[src/rtl/srrc_pkg.sv]
// shared types, constants and helpers for the spsc ring reserve/commit pointer controller
package srrc_pkg;

   // field widths of the request and response transfers
   localparam int ACTION_W   = 3;
   localparam int LENGTH_W   = 13;
   localparam int STATUS_W   = 2;
   localparam int OFFSET_W   = 12;
   localparam int COUNT_W    = 13;
   localparam int THRESH_W   = 13;

   // request tdata: action, length
   localparam int REQ_DATA_W = 16;
   // response fields packed, then padded to whole bytes
   localparam int RSP_FIELDS_W = STATUS_W + OFFSET_W + 1 + COUNT_W + COUNT_W;
   localparam int RSP_DATA_W   = ((RSP_FIELDS_W + 7) / 8) * 8;
   localparam int RSP_PAD_W    = RSP_DATA_W - RSP_FIELDS_W;

   // ring size limits and batch threshold default
   localparam int CAPACITY_DEFAULT = 4096;
   localparam int CAPACITY_LIMIT   = 1048576;
   localparam int THRESH_PERCENT   = 5;
   localparam int PERCENT_SCALE    = 100;

   typedef enum logic [ACTION_W-1:0] {
      ACT_RESERVE_WRITE = 3'd0,
      ACT_ADVANCE_WRITE = 3'd1,
      ACT_PUBLISH_WRITE = 3'd2,
      ACT_RESERVE_READ  = 3'd3,
      ACT_ADVANCE_READ  = 3'd4,
      ACT_PUBLISH_READ  = 3'd5
   } action_type;

   typedef enum logic [STATUS_W-1:0] {
      ST_OK          = 2'd0,
      ST_UNAVAILABLE = 2'd1,
      ST_REFUSED     = 2'd2
   } status_type;

   // one response, last member in the lowest bits
   typedef struct packed {
      logic [COUNT_W-1:0]  unread_bytes;
      logic [COUNT_W-1:0]  free_bytes;
      logic                is_empty;
      logic [OFFSET_W-1:0] offset;
      status_type          status;
   } result_type;

   // round the requested size up to a power of two, capped at the limit
   function automatic int ring_cap(input int requested);
      int c;
      c = 1;
      while (c < requested && c < CAPACITY_LIMIT) begin
         c = c * 2;
      end
      return c;
   endfunction

endpackage

[src/rtl/srrc_step.sv]
// next-state and response logic for one ring action
module srrc_step #(
   parameter int CAPACITY_BYTES = srrc_pkg::CAPACITY_DEFAULT,
   parameter int PW             = $clog2(srrc_pkg::ring_cap(CAPACITY_BYTES)) + 1
) (
   input  srrc_pkg::action_type              action,
   input  logic [srrc_pkg::LENGTH_W-1:0]     length,
   input  logic [srrc_pkg::THRESH_W-1:0]     batch_threshold,
   input  logic [PW-1:0]                     wr_pos,
   input  logic [PW-1:0]                     wr_pub_pos,
   input  logic [PW-1:0]                     rd_pos,
   input  logic [PW-1:0]                     rd_pub_pos,
   output logic [PW-1:0]                     wr_pos_next,
   output logic [PW-1:0]                     wr_pub_pos_next,
   output logic [PW-1:0]                     rd_pos_next,
   output logic [PW-1:0]                     rd_pub_pos_next,
   output srrc_pkg::result_type              result
);
   import srrc_pkg::*;

   localparam int CAP = ring_cap(CAPACITY_BYTES);
   localparam int CW  = (PW > LENGTH_W) ? PW : LENGTH_W;
   localparam logic [PW-1:0] CAP_POS = PW'(CAP);

   // space left for the writer, given its position and the published reader
   function automatic logic [PW-1:0] free_of(input logic [PW-1:0] w, input logic [PW-1:0] p);
      logic [PW-1:0] gap;
      gap = w - p;
      return (gap > CAP_POS) ? '0 : (CAP_POS - gap);
   endfunction

   logic [PW-1:0] free_cur;
   logic [PW-1:0] unread_cur;
   logic [PW-1:0] rd_unpub;
   logic [CW-1:0] len_ext;
   logic [PW-1:0] len_pos;
   logic [PW-1:0] free_new;
   logic [PW-1:0] unread_new;
   status_type    status;
   logic [OFFSET_W-1:0] offset;

   // figures before the action
   assign free_cur   = free_of(wr_pos, rd_pub_pos);
   assign unread_cur = wr_pub_pos - rd_pos;
   assign rd_unpub   = rd_pos - rd_pub_pos;
   assign len_ext    = CW'(length);
   assign len_pos    = PW'(length);

   // action decode and position updates
   always_comb begin
      wr_pos_next     = wr_pos;
      wr_pub_pos_next = wr_pub_pos;
      rd_pos_next     = rd_pos;
      rd_pub_pos_next = rd_pub_pos;
      status          = ST_OK;
      offset          = '0;
      case (action)
         ACT_RESERVE_WRITE: begin
            if (len_ext <= CW'(free_cur)) begin
               offset = OFFSET_W'(wr_pos[PW-2:0]);
            end else begin
               status = ST_UNAVAILABLE;
            end
         end
         ACT_ADVANCE_WRITE: begin
            if (len_ext > CW'(free_cur)) begin
               status = ST_REFUSED;
            end else begin
               wr_pos_next = wr_pos + len_pos;
            end
         end
         ACT_PUBLISH_WRITE: begin
            wr_pub_pos_next = wr_pos;
         end
         ACT_RESERVE_READ: begin
            if (wr_pub_pos != rd_pos) begin
               offset = OFFSET_W'(rd_pos[PW-2:0]);
            end else begin
               status = ST_UNAVAILABLE;
            end
         end
         ACT_ADVANCE_READ: begin
            if (len_ext > CW'(unread_cur)) begin
               status = ST_REFUSED;
            end else begin
               rd_pos_next = rd_pos + len_pos;
            end
         end
         ACT_PUBLISH_READ: begin
            // reader publishes only in batches
            if (CW'(rd_unpub) >= CW'(batch_threshold)) begin
               rd_pub_pos_next = rd_pos;
            end
         end
         default: begin
         end
      endcase
   end

   // figures after the action
   assign free_new   = free_of(wr_pos_next, rd_pub_pos_next);
   assign unread_new = wr_pub_pos_next - rd_pos_next;

   assign result.status       = status;
   assign result.offset       = offset;
   assign result.is_empty     = (rd_pos_next == wr_pub_pos_next);
   assign result.free_bytes   = COUNT_W'(free_new);
   assign result.unread_bytes = COUNT_W'(unread_new);

endmodule

[src/rtl/spsc_ring_reserve_commit.sv]
// top level: pointer controller for a single-producer single-consumer byte ring
//
// Takes one action per request transfer and returns exactly one response per action, in
// order. Throughput is one action per clock cycle while the response side is not stalled:
// each action is held in an input register, evaluated by the pointer update logic and
// written to the response register, which presents it on the response port until it is
// transferred. The response register lets a new request be taken while a finished response
// still waits. Ring capacity is CAPACITY_BYTES rounded up to a power of two (at most 1 MiB);
// positions wrap at twice that size. The batch threshold resets to 5 percent of the capacity
// and may be rewritten through the csr port while no action is in flight.
module spsc_ring_reserve_commit #(
   parameter int CAPACITY_BYTES = srrc_pkg::CAPACITY_DEFAULT
) (
   input  logic                               clock,
   input  logic                               reset,
   // request: action [2:0], length [15:3]
   input  logic                               req_tvalid,
   output logic                               req_tready,
   input  logic [srrc_pkg::REQ_DATA_W-1:0]    req_tdata,
   // response: status [1:0], offset [13:2], is_empty [14], free_bytes [27:15],
   // unread_bytes [40:28], zero pad [47:41]
   output logic                               rsp_tvalid,
   input  logic                               rsp_tready,
   output logic [srrc_pkg::RSP_DATA_W-1:0]    rsp_tdata,
   // batch threshold write
   input  logic                               csr_wr_en,
   input  logic [srrc_pkg::THRESH_W-1:0]      csr_wr_data
);
   import srrc_pkg::*;

   localparam int CAP = ring_cap(CAPACITY_BYTES);
   localparam int PW  = $clog2(CAP) + 1;
   localparam logic [THRESH_W-1:0] THRESH_RESET = THRESH_W'((CAP * THRESH_PERCENT) / PERCENT_SCALE);

   logic                in_valid_ff, in_valid_in;
   action_type          in_action_ff;
   logic [LENGTH_W-1:0] in_length_ff;
   logic                rsp_valid_ff, rsp_valid_in;
   result_type          rsp_data_ff;
   logic [THRESH_W-1:0] thresh_ff;
   logic [PW-1:0]       wr_pos_ff, wr_pub_pos_ff, rd_pos_ff, rd_pub_pos_ff;
   logic [PW-1:0]       wr_pos_in, wr_pub_pos_in, rd_pos_in, rd_pub_pos_in;
   result_type          step_result;
   logic                req_xfer;
   logic                step_fire;

   // the held action executes when the response register is free or being emptied
   assign step_fire  = in_valid_ff && (!rsp_valid_ff || rsp_tready);
   assign req_tready = !in_valid_ff || step_fire;
   assign req_xfer   = req_tvalid && req_tready;

   assign in_valid_in  = req_xfer || (in_valid_ff && !step_fire);
   assign rsp_valid_in = step_fire || (rsp_valid_ff && !rsp_tready);

   // pointer update logic
   srrc_step #(
      .CAPACITY_BYTES (CAPACITY_BYTES),
      .PW             (PW)
   ) u_step (
      .action          (in_action_ff),
      .length          (in_length_ff),
      .batch_threshold (thresh_ff),
      .wr_pos          (wr_pos_ff),
      .wr_pub_pos      (wr_pub_pos_ff),
      .rd_pos          (rd_pos_ff),
      .rd_pub_pos      (rd_pub_pos_ff),
      .wr_pos_next     (wr_pos_in),
      .wr_pub_pos_next (wr_pub_pos_in),
      .rd_pos_next     (rd_pos_in),
      .rd_pub_pos_next (rd_pub_pos_in),
      .result          (step_result)
   );

   // control and ring state
   always_ff @(posedge clock) begin
      if (reset) begin
         in_valid_ff   <= 1'b0;
         rsp_valid_ff  <= 1'b0;
         thresh_ff     <= THRESH_RESET;
         wr_pos_ff     <= '0;
         wr_pub_pos_ff <= '0;
         rd_pos_ff     <= '0;
         rd_pub_pos_ff <= '0;
      end else begin
         in_valid_ff  <= in_valid_in;
         rsp_valid_ff <= rsp_valid_in;
         if (csr_wr_en) begin
            thresh_ff <= csr_wr_data;
         end
         if (step_fire) begin
            wr_pos_ff     <= wr_pos_in;
            wr_pub_pos_ff <= wr_pub_pos_in;
            rd_pos_ff     <= rd_pos_in;
            rd_pub_pos_ff <= rd_pub_pos_in;
         end
      end
   end

   // request and response payload registers
   always_ff @(posedge clock) begin
      if (req_xfer) begin
         in_action_ff <= action_type'(req_tdata[ACTION_W-1:0]);
         in_length_ff <= req_tdata[ACTION_W +: LENGTH_W];
      end
      if (step_fire) begin
         rsp_data_ff <= step_result;
      end
   end

   assign rsp_tvalid = rsp_valid_ff;
   assign rsp_tdata  = {{RSP_PAD_W{1'b0}}, rsp_data_ff};

`ifndef SYNTH
   logic [PW-1:0] wr_gap;
   assign wr_gap = wr_pos_ff - rd_pub_pos_ff;

   // writer never runs more than one ring ahead of the published reader
   a_gap_bounded: assert property (@(posedge clock) disable iff (reset)
      !(wr_gap > PW'(CAP)))
      else $error("write gap exceeds capacity");

   // a refused advance leaves every position untouched
   a_refused_no_move: assert property (@(posedge clock) disable iff (reset)
      step_fire && step_result.status == ST_REFUSED |=>
         $stable(wr_pos_ff) && $stable(rd_pos_ff) &&
         $stable(wr_pub_pos_ff) && $stable(rd_pub_pos_ff))
      else $error("refused advance changed ring state");

   // published write position moves only on a publish write
   a_wr_pub_only_on_publish: assert property (@(posedge clock) disable iff (reset)
      !(step_fire && in_action_ff == ACT_PUBLISH_WRITE) |=> $stable(wr_pub_pos_ff))
      else $error("published write position moved without publish");

   // a held action stays put until it executes
   a_held_action: assert property (@(posedge clock) disable iff (reset)
      in_valid_ff && !step_fire |=>
         in_valid_ff && $stable(in_action_ff) && $stable(in_length_ff))
      else $error("held action lost or changed");
`endif

endmodule

[config.mk]
export PLATFORM = sky130hd
export DESIGN_NAME = spsc_ring_reserve_commit
export DESIGN_NICKNAME = d
export VERILOG_FILES = /design/src/rtl/srrc_pkg.sv /design/src/rtl/srrc_step.sv /design/src/rtl/spsc_ring_reserve_commit.sv
export SDC_FILE = /design/constraint.sdc
export NUM_CORES = 1
export LEC_CHECK = 0
export BUFFER_PORTS_ARGS = -buffer_cell sky130_fd_sc_hd__buf_2
export CAP_MARGIN = 20
export CORE_MARGIN = 8
export CORE_UTILIZATION = 65
export DETAILED_ROUTE_END_ITERATION = 8
export GPL_ROUTABILITY_DRIVEN = 1
export PLACE_DENSITY = 0.95
export SETUP_SLACK_MARGIN = 0.3
export SYNTH_ARGS = -nofsm -noshare
export SYNTH_HDL_FRONTEND = slang
export SYNTH_SLANG_ARGS = --single-unit
[constraint.sdc]
create_clock -name clock -period 13 [get_ports clock]
set_clock_uncertainty 0.2 [all_clocks]
set_input_delay 2.6 -clock clock [delete_from_list [all_inputs] [get_ports clock]]
set_output_delay 2.6 -clock clock [all_outputs]
set_load 0.02 [all_outputs]
==> results.md, run 1 <==
* Worst R2R End: rsp_tdata[23]
* Post-route ant nets at 0
* Gate power share at 34.9%
* Global route total overflow at 0
* Worst Hold Path EP: thresh_ff[12]
* Most used DFF post-synth: dfxtp_1
* Most used cell, CP: nor2_1
* CP Capture Type: flop
* Post-Syn Area per Cell at 8.72 sq um
* Psw at 0.509 mW
* Yosys warns at 0
* Post-synthesis sequential area ratio at 30.5%
* Switch share at 35.1%
* Area leader, netlist: edfxtp_1
* Top fanout value on the critical path at 13
* Final antenna diode count at 0
* Final Cycle Share at 72.0%
* Endpoints failing setup at 0
* Total number of vias at 8804
* Max-Cap Viols at 0
* Reg area at 3050 sq um
* Status: complete, no violations
* CTS Buf Count at 17
* DPL Wire Length at 19800 um
* Asr flop ratio synth at 0%
* Post-Route Setup TNS at 0 ns
* Seq pwr share at 32.1%
* FF-to-FF Start: wr_pos_ff[0]
* Area growth, synth to finish at 10.9%
* Arr. time, crit path at 9.33 ns
* Pwr Density at 131 nW/um^2
* Pin count of the biggest net entering global routing at 65
* Hold buffer count at cts at 0
* Cells after synthesis at 1148
* CORE AREA at 15100 sq um
* Nets@finish at 1376
* Leakage at 4.69 nW
* Full die area at 19600 sq um
* Slowest stage delay, CP at 0.73 ns
* DR WL/cell at 18.9 um
* WL final at 26700 um
* H-Tree Depth at 4
* Slew at the pin with the worst max-slew slack at 1.18 ns
* TritonCTS clock tree: done
* Netlist Area Pre-Place at 10000 sq um
* Highest-delay cell along the critical path: nor2_1
* Final hold violation count at 0
* Chip Height at 140 um
* Antenna violations before repair at 0
* Skew-Pair Late Insertion Delay at 0.44 ns
* Layout cells sized above 1 at 13.3%
* Die width at 140 um
* Max Freq at 0.107 GHz
* CP required at 12.97 ns
* Number of synthesized flops with an enable pin at 57
* Global-route wire length before repair at 42600 um
* WHS at 0.293 ns
* Internal power at 0.941 mW
* Placed Instances at 1381
* Gr usage total at 27.1%
* Root Buffer: clkbuf_16
* Clk pin slew, worst setup/hold paths at 0.06 ns
* Filler cells at 1089
* Yosys reg bits at 124
* Post-synth top area share at 17.1%
* Number of global-route vias before repair at 8604
* Hold path start: thresh_ff[12]
* Critical Path Start Type: flop
* Resized Gates After CTS at 0
* Hold Path Cell Cnt at 2
* Register-to-Register Path Depth at 36
* Clock power frac at 33.0%
* Vias/cell at 6.23
* Number of I/O pins at 84
* Initial Utilization at 66.1%
* Multi-input gate area at 6450 sq um
* RSZ-0062 raised after global routing: no
* Final core utilization at 73.3%
* Crit Path Class: flop to flop
* Synth cell types at 81
* Max-slew violations at 0
* Sink Count at 124
* FP Rows at 45
* DR iter-0 viols at 712
* I/O Buffers at 76
* Crit path from: wr_pos_ff[0]
* Placed cell area at 10500 sq um
* Residual DRC count at 0
* Slew HR at 20.8%
* Routability cong. at 0.967
* R2R Setup Slk at 3.64 ns
* Post-CTS Setup Inserts at 0
* Min Clock Period, post-route at 9.36 ns
* Post-Layout Cell Count at 1413
* VDD IR max at 0.136 mV
* Clk buf depth at 2
* Synth area leaders: edfxtp_1 17%, ha_1 15%, dfxtp_1 13%
* Pre-antenna DRT Iters at 5
* Hold Path Class: flop to flop
* Post-route cell area at 11100 sq um
## worst max path at each step
| stage | end | slack [ns] | depth (start not counted) |
|---|---|---|---|
| after floorplan | rsp_tdata[25] | 4.76 | 40 |
| after global placement | rsp_tdata[23] | 4.02 | 36 |
| after detailed placement | rsp_tdata[23] | 3.84 | 36 |
| after CTS | rsp_tdata[23] | 3.75 | 36 |
| after global routing | rsp_tdata[16] | 3.06 | 36 |
| final | rsp_tdata[23] | 3.64 | 36 |
## cell usage after synthesis (all sizes together) (3+ instances only)
| library cell | n |
|---|---|
| ha | 123 |
| and2 | 3 |
| nor4 | 9 |
| fa | 7 |
| nor2 | 141 |
| nor3b | 10 |
| edfxtp | 57 |
| inv | 90 |
| nand3b | 3 |
| nor2b | 23 |
| o21a | 17 |
| xnor2 | 50 |
| or3 | 13 |
| and3 | 6 |
| a311oi | 6 |
| mux2 | 20 |
| a31oi | 5 |
| nand4 | 12 |
| a22o | 12 |
| a21oi | 88 |
| mux2i | 18 |
| o31a | 6 |
| or2 | 4 |
| xor2 | 24 |
| nand2 | 74 |
| clkbuf | 32 |
| nor3 | 32 |
| o311ai | 3 |
| dfxtp | 67 |
| a21o | 19 |
| a21boi | 13 |
| o21ai | 56 |
| nand2b | 8 |
| a211oi | 24 |
| o211ai | 8 |
| buf | 12 |
| o21bai | 4 |
| nand3 | 17 |
## state kept, by name, summed over array words and instances, names as in the netlist, named ones only
signal,cells
in_action_ff,3
in_length_ff,13
in_valid_ff,1
rd_pos_ff,13
rd_pub_pos_ff,13
rsp_tdata,41
rsp_tvalid,1
thresh_ff,13
wr_pos_ff,10
wr_pub_pos_ff,13
## area by class of cell
class / count / area share (%)
Clock buffer: 17 / 3.83
Timing Repair Buffer: 83 / 3.90
Multi-Input combinational cell: 895 / 58.1
Inverter: 91 / 3.09
Sequential cell: 124 / 27.5
Tap cell: 188 / 2.12
Clock inverter: 15 / 1.47
## cell usage in the layout (no fill, tap or decap), types with 50 or more instances in the layout
master    Yosys  final
xnor2_1      50     50
buf_2         2     76
nand2_1      73     73
nor2_1      141    141
dfxtp_1      67     67
edfxtp_1     57     57
a21oi_1      88     88
inv_1        90     90
ha_1        123    123
o21ai_0      52     52
## cells by family (layout without fill, tap and decap cells)
family	after synthesis	after routing	share of synthesized area (%)
buffers and inverters	135	206	5.51
AOI/OAI and AO/OA	283	283	18.9
DFF	124	124	30.5
muxes	38	38	4.05
and+or+nand+nor	362	362	17.5
xor gates and xnor gates	75	75	6.70
adders and majority gates	130	130	16.8
other	1	7	0.0375
## metrics by stage
| stage | setup slack (ns) | total power, mW |
|---|---|---|
| floorplan | 4.76 | 0.860 |
| global placement | 4.02 | 0.952 |
| detailed placement | 3.84 | 0.968 |
| CTS | 3.75 | 1.44 |
| global route | 3.06 | 1.52 |
| finish | 3.64 | 1.45 |
## power by group through the flow
| stage | clock, mW | combinational, mW | sequential, mW |
|---|---|---|---|
| 2_1_floorplan | 0 | 0.378 | 0.482 |
| 3_3_place_gp | 0 | 0.480 | 0.472 |
| 3_5_place_dp | 0 | 0.495 | 0.473 |
| 4_1_cts | 0.478 | 0.501 | 0.465 |
| 5_1_grt | 0.496 | 0.558 | 0.468 |
| 6_report | 0.478 | 0.506 | 0.466 |
## critical path, delay by kind of cell, from the launching register on
kind	cells	cell delay (ns)
compound gates	17	4.10
fa+ha+maj	5	1.54
buf+inv	2	0.14
flops	1	0.40
simple gates	12	2.69
## per-layer routing
layer / global-route usage [%] / share of wire [%] / up-vias
li1: - / - / 4236
met4: 14.3 / 4.5 / 0
met3: 6.25 / 7.8 / 96
met2: 45.2 / 47 / 357
met1: 32.1 / 41 / 4115
met5: 0 / 0 / -
No activity file was read; power rests on OpenSTA's default activity.
==> inputs of run 2 (changes only) <==
- ABC_AREA: not set -> 1
- CORE_UTILIZATION: 65 -> 56
- PLACE_DENSITY: 0.95 -> 0.87
- clock period: 13 -> 8.5 ns (I/O delays scaled with it)
==> results.md, run 2 <==
* Most used DFF post-synth: dfxtp_1
* Number of synthesized flops with an enable pin at 57
* Post-CTS Setup Inserts at 0
* Initial Utilization at 56.6%
* DPL Wire Length at 22900 um
* Post-synth top area share at 16.3%
* Filler cells at 1532
* Max reg flops at 41
* Skew-Pair Late Insertion Delay at 0.43 ns
* Slew HR at 29.0%
* Max-slew violations at 0
* Max Freq at 0.143 GHz
* Global-route wire length before repair at 47200 um
* Cell with the most instances after synthesis: nand2_1
* Commonest non-fill, non-tap cell in the layout: nand2_1
* Netlist Area Pre-Place at 10500 sq um
* DR iter-0 viols at 1029
* Synth area leaders: edfxtp_1 16%, ha_1 15%, dfxtp_1 13%
* WL final at 29900 um
* Gr usage total at 25.5%
* Placed Instances at 1687
* Die width at 153 um
* Crit Path Class: flop to flop
* Pin count of the biggest net entering global routing at 83
* Post-Route Setup TNS at 0 ns
* Hold buffer count at cts at 0
* Final hold violation count at 0
* Nets@finish at 1636
* Synth top cells by count: 267 x nand2_1, 226 x inv_1, 131 x a21oi_1, 123 x ha_1, 119 x o21ai_0
* Leakage at 5.84 nW
* Pre-antenna DRT Iters at 6
* CORE AREA at 18500 sq um
* Chip Height at 153 um
* Vias/cell at 5.65
* Root Buffer: clkbuf_16
* Clk pin slew, worst setup/hold paths at 0.07 ns
* Antenna violations before repair at 1
* Hold Path Class: flop to flop
* Final Cycle Share at 82.3%
* RSZ-0062 raised after global routing: no
* VDD IR max at 0.157 mV
* Global route total overflow at 0
* Area growth, synth to finish at 11.5%
* Highest-delay cell along the critical path: nor4_1
* Number of I/O pins at 84
* CP required at 8.61 ns
* Critical Path Start Type: flop
* Post-route ant nets at 0
* CP Capture Type: flop
* Slew at the pin with the worst max-slew slack at 1.06 ns
* Number of global-route vias before repair at 9311
* Routability cong. at 0.978
* Endpoints failing setup at 0
* Most frequent cells in the layout: 267 x nand2_1, 226 x inv_1, 131 x a21oi_1, 123 x ha_1, 119 x o21ai_0
* Post-synthesis sequential area ratio at 29.1%
* Top fanout value on the critical path at 14
* Area leader, netlist: edfxtp_1
* Total number of vias at 9714
* Layout cells sized above 1 at 12.7%
* Reg area at 3050 sq um
* Clk buf depth at 2
* Status: complete, no violations
* Final antenna diode count at 0
* Min Clock Period, post-route at 6.99 ns
* Resized Gates After CTS at 0
* Multi-input gate area at 6380 sq um
* Pwr Density at 225 nW/um^2
* Slowest stage delay, CP at 0.81 ns
* Max-Cap Viols at 0
* Yosys warns at 0
* FP Rows at 50
* Synth cell types at 53
* Post-Syn Area per Cell at 7.49 sq um
* Sink Count at 124
* Residual DRC count at 0
* Full die area at 23300 sq um
* Post-Layout Cell Count at 1719
* Cells after synthesis at 1399
* I/O Buffers at 76
* DR WL/cell at 17.4 um
* TritonCTS clock tree: done
* Arr. time, crit path at 7.10 ns
* H-Tree Depth at 4
* Yosys reg bits at 124
* CTS Buf Count at 17
* Asr flop ratio synth at 0%
-- run 2: cell count changes in the layout (fill, tap and decap cells not counted), moves of 43 or more --
| cell | previous run | this run |
|---|---|---|
| nand2_1 | 73 | 267 |
| inv_1 | 90 | 226 |
| nor2_1 | 141 | 63 |
| o21ai_0 | 52 | 119 |
| nand3_1 | 17 | 69 |
| a21oi_1 | 88 | 131 |
-- run 2: worst max-delay path, delay by kind of cell (launching register included) --
| kind | cells | cell delay (ns) |
|---|---|---|
| adders and majority gates | 3 | 1.07 |
| AOI/OAI and AO/OA | 8 | 1.95 |
| DFF | 1 | 0.61 |
| and+or+nand+nor | 10 | 2.10 |
| xor gates and xnor gates | 1 | 0.10 |
| buffers and inverters | 5 | 0.82 |
-- run 2: area by class of cell --
type,instances,share of cell area (%)
clock buffer,18,3.76
clock inverter,14,1.26
inverter,234,7.58
multi-input combinational,1008,54.6
sequential,124,26.1
tap,234,2.51
timing repair buffer,87,4.13
-- run 2: worst paths after layout --
path	start	slack (ns)	to	depth (start not counted)
max	rd_pos_ff[8]	1.51	rsp_tdata[40]	27
min	thresh_ff[10]	0.26	thresh_ff[10]	2
max reg2reg	rd_pos_ff[8]	1.51	rsp_tdata[40]	27
min reg2reg	thresh_ff[10]	0.26	thresh_ff[10]	2
-- run 2: metal layers --
metal	track usage (%)	wire, um
met1	30.2	11700
met3	6.49	3080
met4	13.6	1450
met2	41.8	13600
met5	0	14
-- run 2: metrics by stage --
stage / instance area [sq um] / power [mW] / utilization (%) / hold slack [ns] / setup slack (ns)
2_1_floorplan: 10500 / 1.64 / - / 0.235 / 2.31
3_3_place_gp: 11100 / 1.83 / 59.8 / 0.248 / 1.90
3_5_place_dp: 11100 / 1.88 / 59.9 / 0.258 / 1.64
4_1_cts: 11700 / 2.62 / 63.1 / 0.268 / 1.59
5_1_grt: 11700 / 2.80 / 63.1 / 0.285 / 0.894
6_report: 11700 / 2.63 / 63.1 / 0.265 / 1.51
-- run 2: report_power, final --
part           total (mW)  switching [mW]  internal, mW
clock               0.735           0.314         0.421
sequential          0.734          0.0382         0.696
combinational        1.16           0.747         0.412
total                2.63            1.10          1.53
-- run 2: cells by family (layout without fill, tap and decap cells) --
group	count (synthesis)	after routing	synth area share, %
buf+inv	273	353	10.2
simple gates	489	489	22.1
fa+ha+maj	130	130	16.0
flops	124	124	29.1
compound gates	307	307	16.0
other cells	1	7	0.0358
xor+xnor	75	75	6.45
==> inputs of run 3 (changes only) <==
- ABC_AREA: 1 -> 0
- CORE_UTILIZATION: 56 -> 62
- PLACE_DENSITY: 0.87 -> 0.91
- clock period: 8.5 -> 7.3 ns (I/O delays scaled with it)
==> results.md, run 3 (same netlist as run 1, synthesis figures left out) <==
* Status: finished, violations left
* Failing checks: negative setup slack
* Seq pwr share at 30.2%
* Final WS setup at -0.404 ns
* Chip Height at 143 um
* Final core utilization at 76.7%
* Hold Path Class: flop to flop
* Routability cong. at 0.952
* Global-route wire length before repair at 45200 um
* Post-Layout Cell Count at 1513
* Crit path from: rd_pub_pos_ff[2]
* CTS Buf Count at 17
* Internal power at 1.78 mW
* Max reg flops at 41
* Register-to-Register Path Depth at 38
* Placed Instances at 1459
* Total Power at 2.75 mW
* TritonCTS clock tree: done
* Critical Path Start Type: flop
* FF-to-FF Start: rd_pub_pos_ff[2]
* Nets@finish at 1448
* Root Buffer: clkbuf_16
* Slowest stage delay, CP at 0.38 ns
* FP Rows at 46
* Endpoints failing setup at 13
* Pwr Density at 226 nW/um^2
* Area growth, synth to finish at 21.2%
* Switch share at 35.2%
* DPL Wire Length at 21300 um
* Number of I/O pins at 84
* Psw at 0.967 mW
* Hold path start: wr_pub_pos_ff[12]
* Antenna violations before repair at 0
* RSZ-0062 raised after global routing: yes
* Most frequent cells in the layout: 134 x nor2_1, 112 x ha_1, 87 x inv_1, 77 x buf_2, 75 x a21oi_1
* Final hold violation count at 0
* Number of global-route vias before repair at 9106
* H-Tree Depth at 4
* Max Freq at 0.130 GHz
* DR iter-0 viols at 855
* Min Clock Period, post-route at 7.70 ns
* CP Capture Type: flop
* Vias/cell at 6.23
* Arr. time, crit path at 7.69 ns
* I/O Buffers at 76
* Gr usage total at 28.2%
* Clk buf depth at 2
* Post-Route Setup TNS at -4.64 ns
* Total number of vias at 9428
* Clock power frac at 29.6%
* Global route total overflow at 0
* DR WL/cell at 19.5 um
* R2R Setup Slk at -0.40 ns
* Commonest non-fill, non-tap cell in the layout: nor2_1
* Slew at the pin with the worst max-slew slack at 0.945 ns
* Full die area at 20500 sq um
* Pin count of the biggest net entering global routing at 65
* Highest-delay cell along the critical path: o31a_4
* Skew-Pair Late Insertion Delay at 0.43 ns
* Final Cycle Share at 106%
* Final antenna diode count at 0
* Residual DRC count at 0
* Placed cell area at 11100 sq um
* CP endpoint: rsp_tdata[16]
* Worst R2R End: rsp_tdata[16]
* Top fanout value on the critical path at 6
* Pre-CTS WS at -0.258 ns
* Slew HR at 36.5%
* Clk pin slew, worst setup/hold paths at 0.06 ns
* Die width at 143 um
* Post-route cell area at 12100 sq um
* Layout cells sized above 1 at 24.3%
* WHS at 0.287 ns
* Post-route ant nets at 0
* Gate power share at 40.2%
* Initial Utilization at 63.2%
* VDD IR max at 0.175 mV
* Pre-antenna DRT Iters at 6
* Sink Count at 124
* CP required at 7.28 ns
* Leakage at 5.13 nW
* Crit Path Class: flop to flop
* Max-Cap Viols at 0
* CORE AREA at 15800 sq um
* WL final at 29500 um
* Max-slew violations at 0
==> run 3: what timing repair did <==
action / in CTS / in global routing
gates resized for setup: 25 / 47
hold buffers: 0 / 0
pin swaps: 16 / 25
setup buffers: 5 / 15
endpoints found under the setup margin: 16 / 18
cloned: 2 / 0
endpoints found under the hold margin: 0 / 0
==> run 3: power groups by stage <==
stage                     Clock [mW]  Sequential [mW]  Combinational (mW)
after global routing           0.849            0.833                1.20
after floorplan                    0            0.859               0.707
final                          0.813            0.830                1.10
after CTS                      0.819            0.828                1.02
after detailed placement           0            0.841               0.970
after global placement             0            0.840               0.935
==> run 3: per-layer routing <==
metal	GRT usage (%)	vias up	share of wire, %
met5	0	-	0
met4	16.0	0	5.5
met3	5.28	136	8.7
met2	47.7	528	48
met1	32.9	4377	38
li1	-	4387	-
==> run 3: how the worst min path moves through the flow <==
stage                        endpoint  cells past startpoint  slack (ns)
finish              wr_pub_pos_ff[12]                      2        0.29
global route             thresh_ff[7]                      2        0.32
CTS                 wr_pub_pos_ff[12]                      2        0.29
detailed placement  wr_pub_pos_ff[12]                      2        0.28
global placement    wr_pub_pos_ff[12]                      2        0.27
floorplan           wr_pub_pos_ff[12]                      2        0.26
==> run 3: final cells by class <==
| type | count | area [sq um] |
|---|---|---|
| Fill cell | 1027 | 3690 |
| Multi-Input combinational cell | 896 | 6930 |
| Timing Repair Buffer | 154 | 975 |
| Clock inverter | 13 | 126 |
| Sequential cell | 124 | 3060 |
| Tap cell | 216 | 270 |
| Inverter | 91 | 343 |
| Clock buffer | 19 | 433 |
==> run 3: worst max-delay path, delay by kind of cell (launching register included) <==
family,cells,cell delay (ns)
fa+ha+maj,4,1.06
compound gates,19,3.73
buf+inv,5,0.58
simple gates,10,1.54
flops,1,0.33
